`config.mk`:
```
export PLATFORM = sky130hd
export DESIGN_NAME = response_frame_receiver_crc16
export DESIGN_NICKNAME = d
export VERILOG_FILES = /design/src/rtl/core/rfr_pkg.sv /design/src/rtl/core/rfr_store.sv /design/src/rtl/core/response_frame_receiver_crc16.sv
export SDC_FILE = /design/constraint.sdc
export NUM_CORES = 2
export LEC_CHECK = 0
export BUFFER_PORTS_ARGS = -buffer_cell sky130_fd_sc_hd__buf_2
export CORE_AREA = 2 2 478 480
export CTS_CLUSTER_SIZE = 30
export DETAILED_ROUTE_END_ITERATION = 7
export DIE_AREA = 0 0 480 482
export MAX_ROUTING_LAYER = met4
export PLACE_DENSITY = 0.53
export SLEW_MARGIN = 20
export SYNTH_ARGS = -nofsm -noshare
export SYNTH_HDL_FRONTEND = slang
export SYNTH_HIERARCHICAL = 1
export SYNTH_SLANG_ARGS = --single-unit
```
`constraint.sdc`:
```
create_clock -name clk -period 11.6 [get_ports clk]
set_clock_uncertainty 0.15 [all_clocks]
set_input_delay 2.32 -clock clk [delete_from_list [all_inputs] [get_ports clk]]
set_output_delay 2.32 -clock clk [all_outputs]
set_load 0.03 [all_outputs]
```
`src/rtl/core/rfr_pkg.sv`:
```
// Shared types, codes and the CRC byte function of the response frame receiver.
package rfr_pkg;

  localparam int BUF_DEPTH_DEF = 256;
  localparam int CMP_W = 10;
  localparam int CFG_W = 17;
  localparam int CFG_IDX_W = 2;

  localparam logic [1:0] OP_BYTE = 2'd0;
  localparam logic [1:0] OP_TICK = 2'd1;
  localparam logic [1:0] OP_ARM  = 2'd2;
  localparam logic [1:0] OP_READ = 2'd3;

  localparam logic [2:0] V_OK       = 3'd0;
  localparam logic [2:0] V_HEADER   = 3'd1;
  localparam logic [2:0] V_COMMAND  = 3'd2;
  localparam logic [2:0] V_STATUS   = 3'd3;
  localparam logic [2:0] V_CRC      = 3'd4;
  localparam logic [2:0] V_TIMEOUT  = 3'd5;
  localparam logic [2:0] V_OVERFLOW = 3'd6;

  localparam logic [1:0] PH_IDLE = 2'd0;
  localparam logic [1:0] PH_RECV = 2'd1;
  localparam logic [1:0] PH_DONE = 2'd2;

  localparam logic [CFG_IDX_W-1:0] REG_EXPECTED_CMD = 2'd0;
  localparam logic [CFG_IDX_W-1:0] REG_IDLE_GAP     = 2'd1;
  localparam logic [CFG_IDX_W-1:0] REG_TIMEOUT      = 2'd2;

  localparam logic [15:0] CRC_INIT = 16'hFFFF;
  localparam logic [15:0] CRC_POLY = 16'h1021;
  localparam logic [7:0]  HDR_MARK = 8'hFF;

  typedef struct packed {
    logic [1:0] opcode;
    logic [7:0] rx_byte;
    logic [7:0] read_index;
  } in_t;

  typedef struct packed {
    logic        result_kind;
    logic [2:0]  verdict;
    logic [7:0]  data_length;
    logic [15:0] module_status;
    logic [7:0]  data_byte;
  } out_t;

  function automatic logic [15:0] rfr_crc_byte(input logic [15:0] crc_in,
                                               input logic [7:0] b);
    logic [15:0] r;
    logic        top;
    r = crc_in;
    for (int i = 7; i >= 0; i--) begin
      top = r[15];
      r = {r[14:0], b[i]};
      if (top) begin
        r = r ^ CRC_POLY;
      end
    end
    return r;
  endfunction

endpackage

```
`src/rtl/core/rfr_store.sv`:
```
// Receive byte store: one write port and one registered read port.
module rfr_store #(
  parameter int DEPTH = rfr_pkg::BUF_DEPTH_DEF,
  parameter int AW = $clog2(DEPTH)
) (
  input  logic          clk,
  input  logic          wr_en,
  input  logic [AW-1:0] wr_addr,
  input  logic [7:0]    wr_data,
  input  logic          rd_en,
  input  logic [AW-1:0] rd_addr,
  output logic [7:0]    rd_data
);

  logic [7:0] mem [DEPTH];

  always_ff @(posedge clk) begin
    if (wr_en) begin
      mem[wr_addr] <= wr_data;
    end
  end

  always_ff @(posedge clk) begin
    if (rd_en) begin
      rd_data <= mem[rd_addr];
    end
  end

endmodule

```
`src/rtl/core/response_frame_receiver_crc16.sv`:
```
// Top level of the response frame receiver with CRC-16 check and idle-gap framing.
//
// The input channel carries one operation per beat: a received byte, a tick, an
// arm that clears the frame state, or a readback of one data byte. A tick that
// ends the frame after the idle gap, or that passes the response timeout, gives
// one verdict beat; a readback always gives one beat; other operations give none.
// Configuration is written through cfg_we, cfg_index and cfg_data while idle.
// One beat is accepted per cycle while in_stall is low. A result is registered
// first in the read stage, along with the registered read of the byte store, and
// then in the output register. The received bytes live in a single-port-write,
// registered-read memory; the CRC is updated one byte per beat, trailing the
// stream by two bytes so that the trailer is left out.
// When the output is stalled, one further result is held in the read stage, and
// after that in_stall rises until the output drains. Reset restores the register
// defaults and clears the frame state; the byte store is not cleared, and reads
// are limited to bytes received since the last arm.
module response_frame_receiver_crc16 #(
  parameter int BUF_DEPTH = rfr_pkg::BUF_DEPTH_DEF
) (
  input  logic                           clk,
  input  logic                           rst,
  input  logic                           in_valid,
  output logic                           in_stall,
  input  rfr_pkg::in_t                   in_data,
  output logic                           out_valid,
  input  logic                           out_stall,
  output rfr_pkg::out_t                  out_data,
  input  logic                           cfg_we,
  input  logic [rfr_pkg::CFG_IDX_W-1:0]  cfg_index,
  input  logic [rfr_pkg::CFG_W-1:0]      cfg_data
);

  import rfr_pkg::*;

  localparam int CW = $clog2(BUF_DEPTH + 1);
  localparam int AW = $clog2(BUF_DEPTH);

  logic [7:0]    expected_cmd;
  logic [15:0]   idle_gap_ticks;
  logic [16:0]   response_timeout_ticks;

  logic [CW-1:0] rx_count;
  logic [1:0]    rx_phase;
  logic [15:0]   gap_count;
  logic [16:0]   wait_count;
  logic [15:0]   crc_reg;
  logic [7:0]    lag0;
  logic [7:0]    lag1;
  logic [7:0]    hdr [5];
  logic          overflow_flag;

  logic          p_valid;
  logic          p_kind;
  logic [2:0]    p_verdict;
  logic [7:0]    p_len;
  logic [15:0]   p_status;
  logic          p_rd_ok;
  logic [7:0]    rd_data;

  logic          take;
  logic          p_move;
  logic          has_result;
  logic [CMP_W-1:0] count_ext;
  logic [CMP_W-1:0] len_plus;
  logic [CMP_W-1:0] pos;
  logic          rd_ok;
  logic [2:0]    judge;
  logic [15:0]   gap_lim;
  logic [15:0]   gap_next;
  logic [16:0]   wait_next;
  logic          frame_end;
  logic          timed_out;
  logic          tick_result;
  logic          byte_live;
  logic          wr_en;
  logic          rd_en;

  assign in_stall = p_valid && out_valid && out_stall;
  assign take     = in_valid && !in_stall;
  assign p_move   = p_valid && (!out_valid || !out_stall);

  assign count_ext = {{(CMP_W - CW){1'b0}}, rx_count};
  assign len_plus  = CMP_W'(hdr[1]) + CMP_W'(7);
  assign pos       = CMP_W'(in_data.read_index) + CMP_W'(5);
  assign rd_ok     = pos < count_ext;

  always_comb begin
    if (hdr[0] != HDR_MARK) begin
      judge = V_HEADER;
    end else if (hdr[2] != expected_cmd) begin
      judge = V_COMMAND;
    end else if ({hdr[3], hdr[4]} != 16'd0) begin
      judge = V_STATUS;
    end else if (overflow_flag) begin
      judge = V_OVERFLOW;
    end else if (count_ext != len_plus || {lag1, lag0} != crc_reg) begin
      judge = V_CRC;
    end else begin
      judge = V_OK;
    end
  end

  assign gap_lim     = (idle_gap_ticks == 16'd0) ? 16'd1 : idle_gap_ticks;
  assign gap_next    = (gap_count != 16'hFFFF) ? gap_count + 16'd1 : gap_count;
  assign wait_next   = (wait_count != 17'h1FFFF) ? wait_count + 17'd1 : wait_count;
  assign frame_end   = (rx_phase == PH_RECV) && (gap_next >= gap_lim);
  assign timed_out   = (response_timeout_ticks != 17'd0) &&
                       (wait_next > response_timeout_ticks);
  assign tick_result = (rx_phase != PH_DONE) && (frame_end || timed_out);
  assign has_result  = (in_data.opcode == OP_READ) ||
                       ((in_data.opcode == OP_TICK) && tick_result);
  assign byte_live   = take && (in_data.opcode == OP_BYTE) && (rx_phase != PH_DONE);
  assign wr_en       = byte_live && (rx_count < CW'(BUF_DEPTH));
  assign rd_en       = take && (in_data.opcode == OP_READ);

  rfr_store #(
    .DEPTH (BUF_DEPTH),
    .AW    (AW)
  ) u_store (
    .clk     (clk),
    .wr_en   (wr_en),
    .wr_addr (rx_count[AW-1:0]),
    .wr_data (in_data.rx_byte),
    .rd_en   (rd_en),
    .rd_addr (pos[AW-1:0]),
    .rd_data (rd_data)
  );

  always_ff @(posedge clk) begin
    if (rst) begin
      expected_cmd           <= 8'd0;
      idle_gap_ticks         <= 16'd10;
      response_timeout_ticks <= 17'd1000;
    end else if (cfg_we) begin
      case (cfg_index)
        REG_EXPECTED_CMD: expected_cmd <= cfg_data[7:0];
        REG_IDLE_GAP:     idle_gap_ticks <= cfg_data[15:0];
        REG_TIMEOUT:      response_timeout_ticks <= cfg_data[16:0];
        default: ;
      endcase
    end
  end

  always_ff @(posedge clk) begin
    if (rst || (take && in_data.opcode == OP_ARM)) begin
      rx_count      <= '0;
      rx_phase      <= PH_IDLE;
      gap_count     <= 16'd0;
      wait_count    <= 17'd0;
      crc_reg       <= CRC_INIT;
      lag0          <= 8'd0;
      lag1          <= 8'd0;
      overflow_flag <= 1'b0;
      for (int k = 0; k < 5; k++) begin
        hdr[k] <= 8'd0;
      end
    end else if (byte_live) begin
      if (rx_count >= CW'(3)) begin
        crc_reg <= rfr_crc_byte(crc_reg, lag1);
      end
      lag1 <= lag0;
      lag0 <= in_data.rx_byte;
      for (int k = 0; k < 5; k++) begin
        if (rx_count == CW'(k)) begin
          hdr[k] <= in_data.rx_byte;
        end
      end
      if (wr_en) begin
        rx_count <= rx_count + CW'(1);
      end else begin
        overflow_flag <= 1'b1;
      end
      rx_phase  <= PH_RECV;
      gap_count <= 16'd0;
    end else if (take && in_data.opcode == OP_TICK && rx_phase != PH_DONE) begin
      wait_count <= wait_next;
      if (rx_phase == PH_RECV) begin
        gap_count <= gap_next;
      end
      if (tick_result) begin
        rx_phase <= PH_DONE;
      end
    end
  end

  always_ff @(posedge clk) begin
    if (rst) begin
      p_valid <= 1'b0;
    end else if (take && has_result) begin
      p_valid <= 1'b1;
    end else if (p_move) begin
      p_valid <= 1'b0;
    end
  end

  always_ff @(posedge clk) begin
    if (take && has_result) begin
      p_kind   <= (in_data.opcode == OP_READ);
      p_len    <= hdr[1];
      p_status <= {hdr[3], hdr[4]};
      p_rd_ok  <= (in_data.opcode == OP_READ) && rd_ok;
      if (in_data.opcode == OP_READ) begin
        p_verdict <= V_OK;
      end else if (frame_end) begin
        p_verdict <= judge;
      end else begin
        p_verdict <= V_TIMEOUT;
      end
    end
  end

  always_ff @(posedge clk) begin
    if (rst) begin
      out_valid <= 1'b0;
    end else if (p_move) begin
      out_valid <= 1'b1;
    end else if (!out_stall) begin
      out_valid <= 1'b0;
    end
  end

  always_ff @(posedge clk) begin
    if (p_move) begin
      out_data.result_kind   <= p_kind;
      out_data.verdict       <= p_verdict;
      out_data.data_length   <= p_len;
      out_data.module_status <= p_status;
      out_data.data_byte     <= p_rd_ok ? rd_data : 8'd0;
    end
  end

endmodule
```
==> metrics.md <==
| Metric | Value |
|---|---|
| Clk sink count | `around 2300` |
| Detailed placement HPWL | `140900 µm` |
| Synth Net Count | `4835` |
| Initial antenna violation count | `4` |
| H-tree levels | `4` |
| Sw frac | `between 20% and 30%` |
| Max Cap Violations | `0` |
| Crit path max fanout | `slightly below 100` |
| Pre-CTS setup slack | `4169 ps` |
| Status | `completed` |
| Final ANT Viol Nets | `0` |
| DRC Markers | `0` |
| Post-CTS setup buffers | `0` |
| Die Wd | `480 µm` |
| Initial core utilization | `between 30% and 40%` |
| Final Hold Vio Count | `0` |
| Setup CP Type | `in -> reg` |
| Ratio of cells with drive above 1 in the final layout | `20.75%` |
| Largest net degree at the start of global routing | `roughly 150` |
| Die area | `231400 µm²` |
| CTS tree | `built` |
| Setup WS post-layout | `5100 ps` |
| Biggest regs | `u_store/mem x2048, hdr x40, out_data x36` |
| Largest stage delay, worst path | `910 ps` |
| Drt wl/cell | `about 29 µm` |
| Vias in the first global route | `46440` |
| F_max | `153.8 MHz` |
| Slowest cell on crit path | `nor3_1` |
| DRT Pass-1 Iters | `6` |
| R2R cell count | `12` |
| CP bufs+invs | `3` |
| Clock buffer depth | `3` |
| CP Cell Sequence | `buf_2 -> ha_4 -> buf_4 -> buf_12 -> mux4_2 -> a22o_1 -> a221oi_1 -> o32ai_1 -> nor3_1 -> nor4_1` |
| First-pass GRT wire length | `between 300000 and 400000 µm` |
| Clock buffer count from CTS | `231` |
| Switch Pwr | `3.920 mW` |
| Final Wtd Congestion | `0.8423` |
| #FFs+latches synth | `2281` |
| Via count | `45970` |
| Gate power share | `6.3%` |
| Cells after Synth | `4744` |
| Critical path depth | `10` |
| Largest register FFs | `2048` |
| Die Span Y | `482 µm` |
| Synth Flop Type | `edfxtp_1` |
| Critical Path AT | `6930 ps` |
| Syn avg cell area | `roughly 19 µm²` |
| Fill cell count | `19390` |
| Unrepaired setup endpoints after global routing | `no` |
| Worst Hold Depth | `0` |
| Register area share after synthesis | `74.59%` |
| Area growth from synthesis to layout | `12.55%` |
| Setup_tns | `0 ps` |
| Port Buffers | `79` |
| VDD IR max | `0.0001219 V` |
| Vias per cell | `5.677` |
| Nets | `4983` |
| Routed WL | `about 230000 µm` |
| Pwr Density | `172.4 nW/µm²` |
| Final setup violation count | `0` |
| Min Tclk post-route | `around 6500 ps` |
| Latest clock arrival within the worst-skew pair | `890 ps` |
| Initial DRC Count | `4600` |
| Static leakage | `~32 nW` |
| Post-synth EDFFs | `approximately 2200` |
| Slew margin rel. | `21.47%` |
| Ys Warns | `6` |
| Top Family by Delay on Critical Path | `buffers and inverters` |
| Clock share of power | `42.0%` |
| Row count | `175` |
| Pint | `13.59 mW` |
| Startpoint class of the critical path | `primary input` |
| Min-Delay Path Class | `reg -> reg` |
| CTS resizes | `0` |
| Max Slew Vio Count | `0` |
| Sequential power share | `51.7%` |
| Required @ worst endpoint | `between 10000 and 15000 ps` |
| Crit share post-route | `between 50 and 60%` |
| Total GRT Usage | `20.71%` |
| Actual slew at the worst max-slew pin | `roughly 1200 ps` |
| Synth cell types | `88` |
| CP endpoint kind | `register` |
| CTS root buffer | `clkbuf_16` |
| Asr flop ratio synth | `0%` |
| GRT overflow | `0` |
| Largest Register | `u_store/mem` |
| # hold bufs at CTS | `0` |
| # IOs | `80` |
| Cell Area, Synth | `90220 µm²` |
| CTS clk-pin slew, worst paths | `60 ps` |
| Core ar. | `226400 µm²` |
placed cells by master, fill, tap and decap left out, types with 29 or more instances in the layout:
master / n
nand4_1: 36
buf_2: 72
mux2i_1: 155
nand2_1: 154
nor3_1: 39
clkbuf_16: 232
a21oi_1: 155
buf_4: 92
edfxtp_1: 2161
clkinv_2: 44
o22ai_1: 29
nor4_1: 34
clkinv_1: 49
xor2_1: 45
ha_1: 48
nor2_1: 355
mux4_2: 454
clkbuf_1: 42
nor2b_1: 39
nand3_1: 47
o21ai_0: 30
inv_1: 51
xnor2_1: 63
o221ai_1: 46
dfxtp_1: 120
a22oi_1: 133
power groups by stage:
stage	logic (mW)	clock network, mW	registers, mW
floorplan	0.621	0	9.22
CTS	1.12	7.51	9.05
global route	1.17	7.83	9.05
global placement	1.11	0	9.22
detailed placement	1.12	0	9.22
finish	1.11	7.35	9.05
routing by layer:
metal	GRT usage [%]	wire, µm
met5	-	0
met4	6.040	6164
met3	2.644	12100
met2	32.90	114100
met1	28.14	101200
per-stage QoR:
| stage | instance area (µm²) | hold slack, ps | utilization, % | std cells | power (mW) |
|---|---|---|---|---|---|
| 3_3_place_gp | 93910 | 255.0 | 41.48 | 7662 | 10.33 |
| 4_1_cts | 101500 | 268.8 | 44.82 | 8088 | 17.68 |
| 3_5_place_dp | 94000 | 255.6 | 41.52 | 7667 | 10.34 |
| 2_1_floorplan | 90220 | 250.3 | - | 4744 | 9.839 |
| 6_report | 101500 | 266.5 | 44.85 | 8097 | 17.51 |
| 5_1_grt | 101500 | 280.4 | 44.85 | 8094 | 18.04 |
cells in the mapped netlist, types with 14 or more instances:
cell,n,area (µm²)
edfxtp_1,2161,64890
mux4_2,454,10220
nor2_1,368,1381
a21oi_1,155,775.7
mux2i_1,155,1551
nand2_1,154,578.1
a22oi_1,133,998.5
clkbuf_1,133,499.2
dfxtp_1,120,2402
xnor2_1,68,595.6
nand3_1,55,275.3
inv_1,52,195.2
ha_1,49,613.1
o221ai_1,46,402.9
xor2_1,46,402.9
nor2b_1,43,269.0
nor4_1,42,262.8
nor3_1,40,200.2
buf_2,38,190.2
nand4_1,36,225.2
o21ai_0,30,150.1
o22ai_1,30,187.7
buf_4,27,202.7
a22o_1,25,219.0
buf_1,24,90.09
a211oi_1,21,157.7
buf_6,21,236.5
and2_1,17,106.4
nand2b_1,15,93.84
o211ai_1,14,105.1
worst register-to-register path: stages, from the launching register on:
cell and delay (ps):
dfxtp_1 430, ha_1 250, and3_1 280, and4_4 290, nand3_1 370, xnor2_1 310, ha_1 250, nand2b_1 140
a211oi_1 260, o211ai_1 140, a211o_1 330, a32oi_1 460, o22ai_4 410
logic make-up after synthesis:
kind of cell	share of synthesized area, %
muxes	13.16
AOI/OAI and AO/OA	4.097
buffers and inverters	2.001
adders and majority gates	0.6796
DFF	74.59
and+or+nand+nor	4.364
xor gates and xnor gates	1.107
cell type report:
class                      count  area (µm²)  share of cell area, %
sequential                  2281       67290                  66.27
multi-input combinational   2143       21400                  21.08
clock buffer                 282        6073                  5.981
tap                         3009        3765                  3.708
clock inverter               139        1408                  1.386
timing repair buffer         182        1370                  1.349
inverter                      53       206.4                 0.2033
antenna                        8       20.02                0.01972
worst paths after layout:
path | start | end | slack [ps]
max | in_data[0] | u_store/rd_data[3] | 5100
min | p_kind | out_data[35] | 270
max reg2reg | gap_count[0] | p_len[1] | 7110
min reg2reg | p_kind | out_data[35] | 270
Power figures use the tool's default switching activity.
